### src/ssae_divider.sv
// ----------------------------------------------------------------------------
// Frame divider
// Restoring divider: frame / per_row, one quotient bit per cycle.
// ----------------------------------------------------------------------------
`default_nettype none
module ssae_divider (
  input  wire logic        clk_i,
  input  wire logic        rst_ni,
  input  wire logic        start_i,
  input  wire logic [11:0] dividend_i,
  input  wire logic [11:0] divisor_i,
  output logic             done_o,
  output logic [11:0]      quot_o,
  output logic [11:0]      rem_o
);
  logic [11:0] quot_q, quot_d, div_q, div_d;
  logic [12:0] rem_q, rem_d, trial;
  logic [3:0]  cnt_q, cnt_d;
  logic        busy_q, busy_d, done_q, done_d;

  always_comb begin
    quot_d = quot_q;
    rem_d  = rem_q;
    div_d  = div_q;
    cnt_d  = cnt_q;
    busy_d = busy_q;
    done_d = 1'b0;
    trial  = {rem_q[11:0], quot_q[11]};
    if (start_i) begin
      quot_d = dividend_i;
      rem_d  = '0;
      div_d  = divisor_i;
      cnt_d  = 4'd0;
      busy_d = 1'b1;
    end else if (busy_q) begin
      if (trial >= {1'b0, div_q}) begin
        rem_d  = trial - {1'b0, div_q};
        quot_d = {quot_q[10:0], 1'b1};
      end else begin
        rem_d  = trial;
        quot_d = {quot_q[10:0], 1'b0};
      end
      cnt_d = cnt_q + 4'd1;
      if (cnt_q == 4'd11) begin
        busy_d = 1'b0;
        done_d = 1'b1;
      end
    end
  end

  always_ff @(posedge clk_i or negedge rst_ni) begin
    if (!rst_ni) begin
      busy_q <= 1'b0;
      done_q <= 1'b0;
      cnt_q  <= '0;
    end else begin
      busy_q <= busy_d;
      done_q <= done_d;
      cnt_q  <= cnt_d;
    end
  end

  always_ff @(posedge clk_i) begin
    quot_q <= quot_d;
    rem_q  <= rem_d;
    div_q  <= div_d;
  end

  assign done_o = done_q;
  assign quot_o = quot_q;
  assign rem_o  = rem_q[11:0];
endmodule
`default_nettype wire

### config.mk
export PLATFORM = sky130hd
export DESIGN_NAME = ssae_divider
export DESIGN_NICKNAME = d
export VERILOG_FILES = /design/src/ssae_divider.sv
export SDC_FILE = /design/constraint.sdc
export NUM_CORES = 1
export LEC_CHECK = 0
export BUFFER_PORTS_ARGS = -buffer_cell sky130_fd_sc_hd__buf_2
export CAP_MARGIN = 20
export CORE_MARGIN = 2
export CORE_UTILIZATION = 50
export DETAILED_ROUTE_END_ITERATION = 8
export HOLD_SLACK_MARGIN = 0.03
export PLACE_DENSITY = 0.75
export SLEW_MARGIN = 30
export SYNTH_ARGS = -nofsm -noshare
export SYNTH_HDL_FRONTEND = slang
export SYNTH_SLANG_ARGS = --single-unit
export TNS_END_PERCENT = 20
### constraint.sdc
create_clock -name clk_i -period 3 [get_ports clk_i]
set_input_delay 0.6 -clock clk_i [delete_from_list [all_inputs] [get_ports clk_i]]
set_output_delay 0.6 -clock clk_i [all_outputs]
set_load 0.02 [all_outputs]
==> impl_metrics.env, run 1 <==
export IMPL_status="completed"
export IMPL_path_clk_slew_ns=0.08
export IMPL_p_per_area_mw_per_mm2=804
export IMPL_yosysTopAreaCell="edfxtp_1"
export IMPL_fp_dieW_um=71.9
export IMPL_synth_edff_count=24
export IMPL_arrival_ns=2.65
export IMPL_initialDrtViolationCount=131
export IMPL_grt_pass1_wl_um=8110
export IMPL_hp_class="primary input to async pin"
export IMPL_post_cts_buffers=0
export IMPL_rsz0062_at_grt="no"
export IMPL_drc=0
export IMPL_grt_usage_pct=20.1
export IMPL_critPathKind="flip-flop to flip-flop"
export IMPL_cts_sinks=42
export IMPL_synth_xor_area_share_pct=2.66
export IMPL_crit_path_end_kind="flip-flop"
export IMPL_routed_top_layer="met4"
export IMPL_finalNonFillerCells=327
export IMPL_cts_made_buffers=5
export IMPL_wl_met1_um=2150
export IMPL_synth_fa_ha_area_share_pct=7.92
export IMPL_async_reset_ff_share_pct=14.3
export IMPL_start_kind="flip-flop"
export IMPL_antenna_found_initial=0
export IMPL_synth_top_family_by_area="compound AO/OA/AOI/OAI gates"
export IMPL_yosysTopAreaCellShare_pct=31.2
export IMPL_cts_tree="done"
export IMPL_finalHoldViolCount=0
export IMPL_first_global_vias=1743
export IMPL_wl_met3_um=236
export IMPL_clock_latency_ns=0.29
export IMPL_synth_seq_cells=42
export IMPL_fin_nets=315
export IMPL_clockBufferDepth=2
export IMPL_grt_start_max_net_pins=30
export IMPL_peakVddDrop_uv=374
export IMPL_startpoint="quot_o[11]"
export IMPL_synth_area_mm2=0.00231
export IMPL_wl_per_cell_um=14.6
export IMPL_placed_cells=319
export IMPL_core_mm2=0.00441
export IMPL_syn_inst=220
export IMPL_drtPass1Iterations=4
export IMPL_layout_common_cells="buf_2, edfxtp_1, nand2_1, nor2_1, inv_1"
export IMPL_viasPerCell=5.62
export IMPL_globalplace_congestion=0.811
export IMPL_layout_drive_gt1_share_pct=28.0
export IMPL_syn_to_final_growth_pct=18.4
export IMPL_synth_net_count=261
export IMPL_synthFlopType="edfxtp_1"
export IMPL_io_buffers=51
export IMPL_gr_total_overflow=0
export IMPL_r2r_start="quot_o[11]"
export IMPL_p_leak_uw=0.00122
export IMPL_die_y_um=71.9
export IMPL_period_needed_ns=2.44
export IMPL_postSynthAreaPerCell_um2=10.5
export IMPL_timing_fmax_ghz=0.409
export IMPL_finClkSkew_ns=0.00439
export IMPL_start_util_pct=52.3
export IMPL_detail_route_wirelength_um=4780
export IMPL_yosys_warnings=0
export IMPL_synth_compound_area_share_pct=16.3
export IMPL_setup_viol=0
export IMPL_holdWs_ns=0.118
export IMPL_root_buffer="clkbuf_8"
export IMPL_diodes=0
export IMPL_tightest_slew_ns=0.638
export IMPL_ys_seq_area_share_pct=48.2
export IMPL_max_slew_margin_rel_pct=57.5
export IMPL_final_common_cell="buf_2"
export IMPL_cap_viol_max_count=0
export IMPL_dieArea_mm2=0.00517
export IMPL_yosysUniqueCellTypes=46
export IMPL_muxShareOfSynthArea_pct=6.72
export IMPL_yosys_area_share_simple_pct=14.3
export IMPL_vias=1838
export IMPL_required_ns=3.21
export IMPL_cts_repair_resized=0
export IMPL_synthTopCellsByArea="edfxtp_1, dfxtp_1, ha_1"
export IMPL_dp_hpwl_um=3450
export IMPL_pin_count=52
export IMPL_crit_fanout=3
export IMPL_holdBufCountCts=0
export IMPL_min_period_over_period_pct=81.4
export IMPL_dr_wl_met2_um=2340
export IMPL_htree_levels=2
export IMPL_ant_nets=0
export IMPL_std_cell_rows=24
export IMPL_report_final_slew_viol_count=0
export IMPL_fin_setup_tns_ns=0
-- state kept, by name, summed over array words and instances (netlist names) --
signal / count
cnt_q: 4
div_q: 12
busy_q: 1
quot_o: 12
done_o: 1
rem_q: 12
-- cells by family after synthesis --
logic type	after synthesis
buffers and inverters	24
multiplexers	14
XOR/XNOR	7
adder cells (fa/ha/maj)	14
AO/OA/AOI/OAI	50
AND/OR/NAND/NOR	69
flip-flops	42
-- cell type report --
class / count / area (um2)
clock buffers: 6 / 72.6
clock inverters: 2 / 37.5
fillers: 375 / 1680
inverters: 17 / 63.8
multi-input cells: 154 / 1100
flip-flops and latches: 42 / 1110
well taps: 52 / 65.1
repair buffers: 54 / 278
-- critical path, stage by stage (launching register included) --
cell and delay (ns):
edfxtp_1 0.37, inv_1 0.05, ha_1 0.23, fa_1 0.43
nor2b_1 0.18, o21bai_1 0.10, a21o_1 0.20, a2111oi_0 0.43
o31ai_1 0.14, a311oi_1 0.24
-- through the flow --
step	util [%]	cell area (um2)	worst slack [ns]	total power, uW
floorplan	-	2310	0.644	1500
global placement	59.4	2620	0.663	1730
detailed placement	59.4	2620	0.587	1750
CTS	61.9	2730	0.564	2200
global route	61.9	2730	0.398	2340
finish	61.9	2730	0.557	2200
-- power by group --
part           internal, uW  leakage (uW)  total [uW]  switching [uW]
combinational           384      0.000753         943             559
sequential              719      0.000420         805            86.5
clock                   248     0.0000514         448             200
-- cell usage after synthesis, types with 2 or more instances --
cell type / n
a21boi_0: 3
a311oi_1: 8
nor3b_1: 3
o41ai_1: 2
a21o_1: 2
a211oi_1: 2
o21ai_1: 3
or3_1: 3
nand2_1: 20
xor2_1: 4
o211ai_1: 2
nor2_1: 20
nor3_1: 3
clkbuf_1: 5
o21ai_0: 4
mux2_2: 12
nand3_1: 7
edfxtp_1: 24
a21oi_1: 11
nand4_1: 2
mux2i_1: 2
dfrtp_1: 6
inv_1: 17
dfxtp_1: 12
a41oi_1: 3
ha_1: 13
nor2b_1: 4
nand2b_1: 3
xnor2_1: 3
-- metal layers --
metal,up-vias,track usage (%)
met5,-,0
met4,0,6.08
met3,6,4.72
met2,52,32.7
met1,858,26.9
li1,922,-
-- final timing paths --
kind	slack [ns]	end	cells past startpoint
setup reg to reg	0.56	rem_q[10]	9
setup / recovery	0.56	rem_q[10]	9
hold reg to reg	0.52	rem_q[5]	2
hold / removal	0.12	cnt_q[3]	1
min in group clk_i	0.48	div_q[7]	1
max in group asynchronous	2.74	cnt_q[2]	1
(Power assumes the default switching activity.)
==> inputs of run 2 (changes only) <==
clock period = 2.49 ns   (was 3 ns; I/O delays follow)
==> run 2 against run 1 <==
Cell count is 2.1% higher. Sequential share of layout area is 1.1 points lower. Via count is 2.3% higher. Hold slack better by 0.25 ns. Highest routed layer unchanged.
==> impl_metrics.env, run 2 (same netlist as run 1, synthesis figures left out) <==
export IMPL_status="completed"
export IMPL_report_final_slew_viol_count=0
export IMPL_cap_viol_max_count=0
export IMPL_fp_dieW_um=71.9
export IMPL_seq_area_mm2=0.00111
export IMPL_multi_input_area_mm2=0.00114
export IMPL_core_mm2=0.00441
export IMPL_cp_num_cells=8
export IMPL_timing_fmax_ghz=0.422
export IMPL_r2r_start="div_q[11]"
export IMPL_pwr_share_seq_pct=36.9
export IMPL_min_period_over_period_pct=95.2
export IMPL_finClkSkew_ns=0.00431
export IMPL_dp_hpwl_um=3640
export IMPL_critPathKind="flip-flop to flip-flop"
export IMPL_vias=1881
export IMPL_rsz0062_at_grt="yes"
export IMPL_setup_ws_ns=0.119
export IMPL_p_comb_share_pct=45.1
export IMPL_start_kind="flip-flop"
export IMPL_p_sw_share_pct=39.9
export IMPL_fill_cells=370
export IMPL_htree_levels=2
export IMPL_pin_count=52
export IMPL_clock_latency_ns=0.30
export IMPL_layout_drive_gt1_share_pct=32.3
export IMPL_placed_cells=323
export IMPL_tightest_slew_ns=0.469
export IMPL_intPower_uw=1590
export IMPL_detail_route_wirelength_um=4850
export IMPL_max_slew_margin_rel_pct=68.3
export IMPL_start_util_pct=52.3
export IMPL_worstSetupEndpoint="rem_q[5]"
export IMPL_fin_nets=322
export IMPL_first_global_vias=1787
export IMPL_peakVddDrop_uv=524
export IMPL_grt_pass1_wl_um=8000
export IMPL_path_buf_inv=1
export IMPL_io_buffers=51
export IMPL_drtPass1Iterations=4
export IMPL_grt_start_max_net_pins=26
export IMPL_grt_usage_pct=19.7
export IMPL_layout_common_cells="buf_2, edfxtp_1, nand2_1, nor2_1, inv_1"
export IMPL_die_y_um=71.9
export IMPL_diodes=0
export IMPL_arrival_ns=2.58
export IMPL_clockBufferDepth=2
export IMPL_r2r_end="rem_q[5]"
export IMPL_cp_slowest_cell="ha_2"
export IMPL_viasPerCell=5.63
export IMPL_finalHoldViolCount=0
export IMPL_pre_cts_ws_ns=0.0898
export IMPL_hp_class="primary input to flip-flop"
export IMPL_path_clk_slew_ns=0.08
export IMPL_std_cell_rows=24
export IMPL_p_leak_uw=0.00125
export IMPL_dieArea_mm2=0.00517
export IMPL_cts_sinks=42
export IMPL_cpPeakStageDelay_ns=0.37
export IMPL_startpoint="div_q[11]"
export IMPL_cts_tree="done"
export IMPL_required_ns=2.70
export IMPL_gr_total_overflow=0
export IMPL_crit_fanout=13
export IMPL_power_share_clock_pct=18.0
export IMPL_cts_made_buffers=5
export IMPL_ff2ff_path_depth=8
export IMPL_wl_per_cell_um=14.5
export IMPL_finalNonFillerCells=334
export IMPL_initialDrtViolationCount=76
export IMPL_root_buffer="clkbuf_8"
export IMPL_drc=0
export IMPL_power_net_switching_uw=1050
export IMPL_antenna_found_initial=0
export IMPL_p_total_uw=2640
export IMPL_ant_nets=0
export IMPL_setup_viol=0
export IMPL_holdWs_ns=0.372
export IMPL_cp_top_family="simple AND/OR/NAND/NOR gates"
export IMPL_period_needed_ns=2.37
export IMPL_cp_cell_sequence="inv_1 -> ha_2 -> nand3_1 -> a2111oi_4 -> o31ai_4 -> and2_4 -> or3_1 -> a311oi_1"
export IMPL_globalplace_congestion=0.881
export IMPL_r2r_slack_ns=0.12
export IMPL_final_common_cell="buf_2"
export IMPL_syn_to_final_growth_pct=21.8
export IMPL_p_per_area_mw_per_mm2=941
export IMPL_crit_path_end_kind="flip-flop"
-- run 2: layout make-up --
| cell class | instances | share of cell area (%) |
|---|---|---|
| Clock buffer | 6 | 2.94 |
| Clock inverter | 2 | 0.579 |
| Inverter | 17 | 2.27 |
| Multi-Input combinational cell | 154 | 40.5 |
| Sequential cell | 42 | 39.5 |
| Tap cell | 52 | 2.32 |
| Timing Repair Buffer | 61 | 11.8 |
-- run 2: timing repair --
action | 4_1_cts | 5_1_grt
setup buffers | 0 | 2
gates resized for setup | 0 | 9
hold buffers | 1 | 0
endpoints found under the setup margin | 0 | 9
endpoints found under the hold margin | 6 | 0
-- run 2: through the flow --
stage / TNS, ns / cell area (um2) / util, %
final: 0 / 2810 / 63.7
after global routing: -0.0910 / 2810 / 63.7
after CTS: 0 / 2760 / 62.6
after detailed placement: 0 / 2650 / 60.1
after global placement: 0 / 2650 / 60.1
after floorplan: 0 / 2310 / -
-- run 2: routing by layer --
layer,routed length (um),track usage (%),up-vias,share of wire (%)
met5,0,0,-,0
met4,47,6.50,0,0.97
met3,258,4.72,5,5.3
met2,2410,33.1,46,50
met1,2130,25.0,896,44
li1,-,-,934,-
-- run 2: how the worst min path moves through the flow --
stage                   from         to  slack, ns  depth (start not counted)
3_5_place_dp          rst_ni   cnt_q[0]       0.32                          1
5_1_grt         divisor_i[2]   div_q[2]       0.36                          1
6_report       divisor_i[10]  div_q[10]       0.37                          1
4_1_cts         divisor_i[2]   div_q[2]       0.37                          1
2_1_floorplan         rst_ni     busy_q       0.20                          0
3_3_place_gp          rst_ni   cnt_q[3]       0.33                          1
-- run 2: power groups by stage --
stage          clock (uW)  combinational (uW)  sequential (uW)
2_1_floorplan           0                 712             1100
3_3_place_gp            0                1130              985
3_5_place_dp            0                1150              989
4_1_cts               483                1150              975
5_1_grt               510                1310              992
6_report              476                1190              974
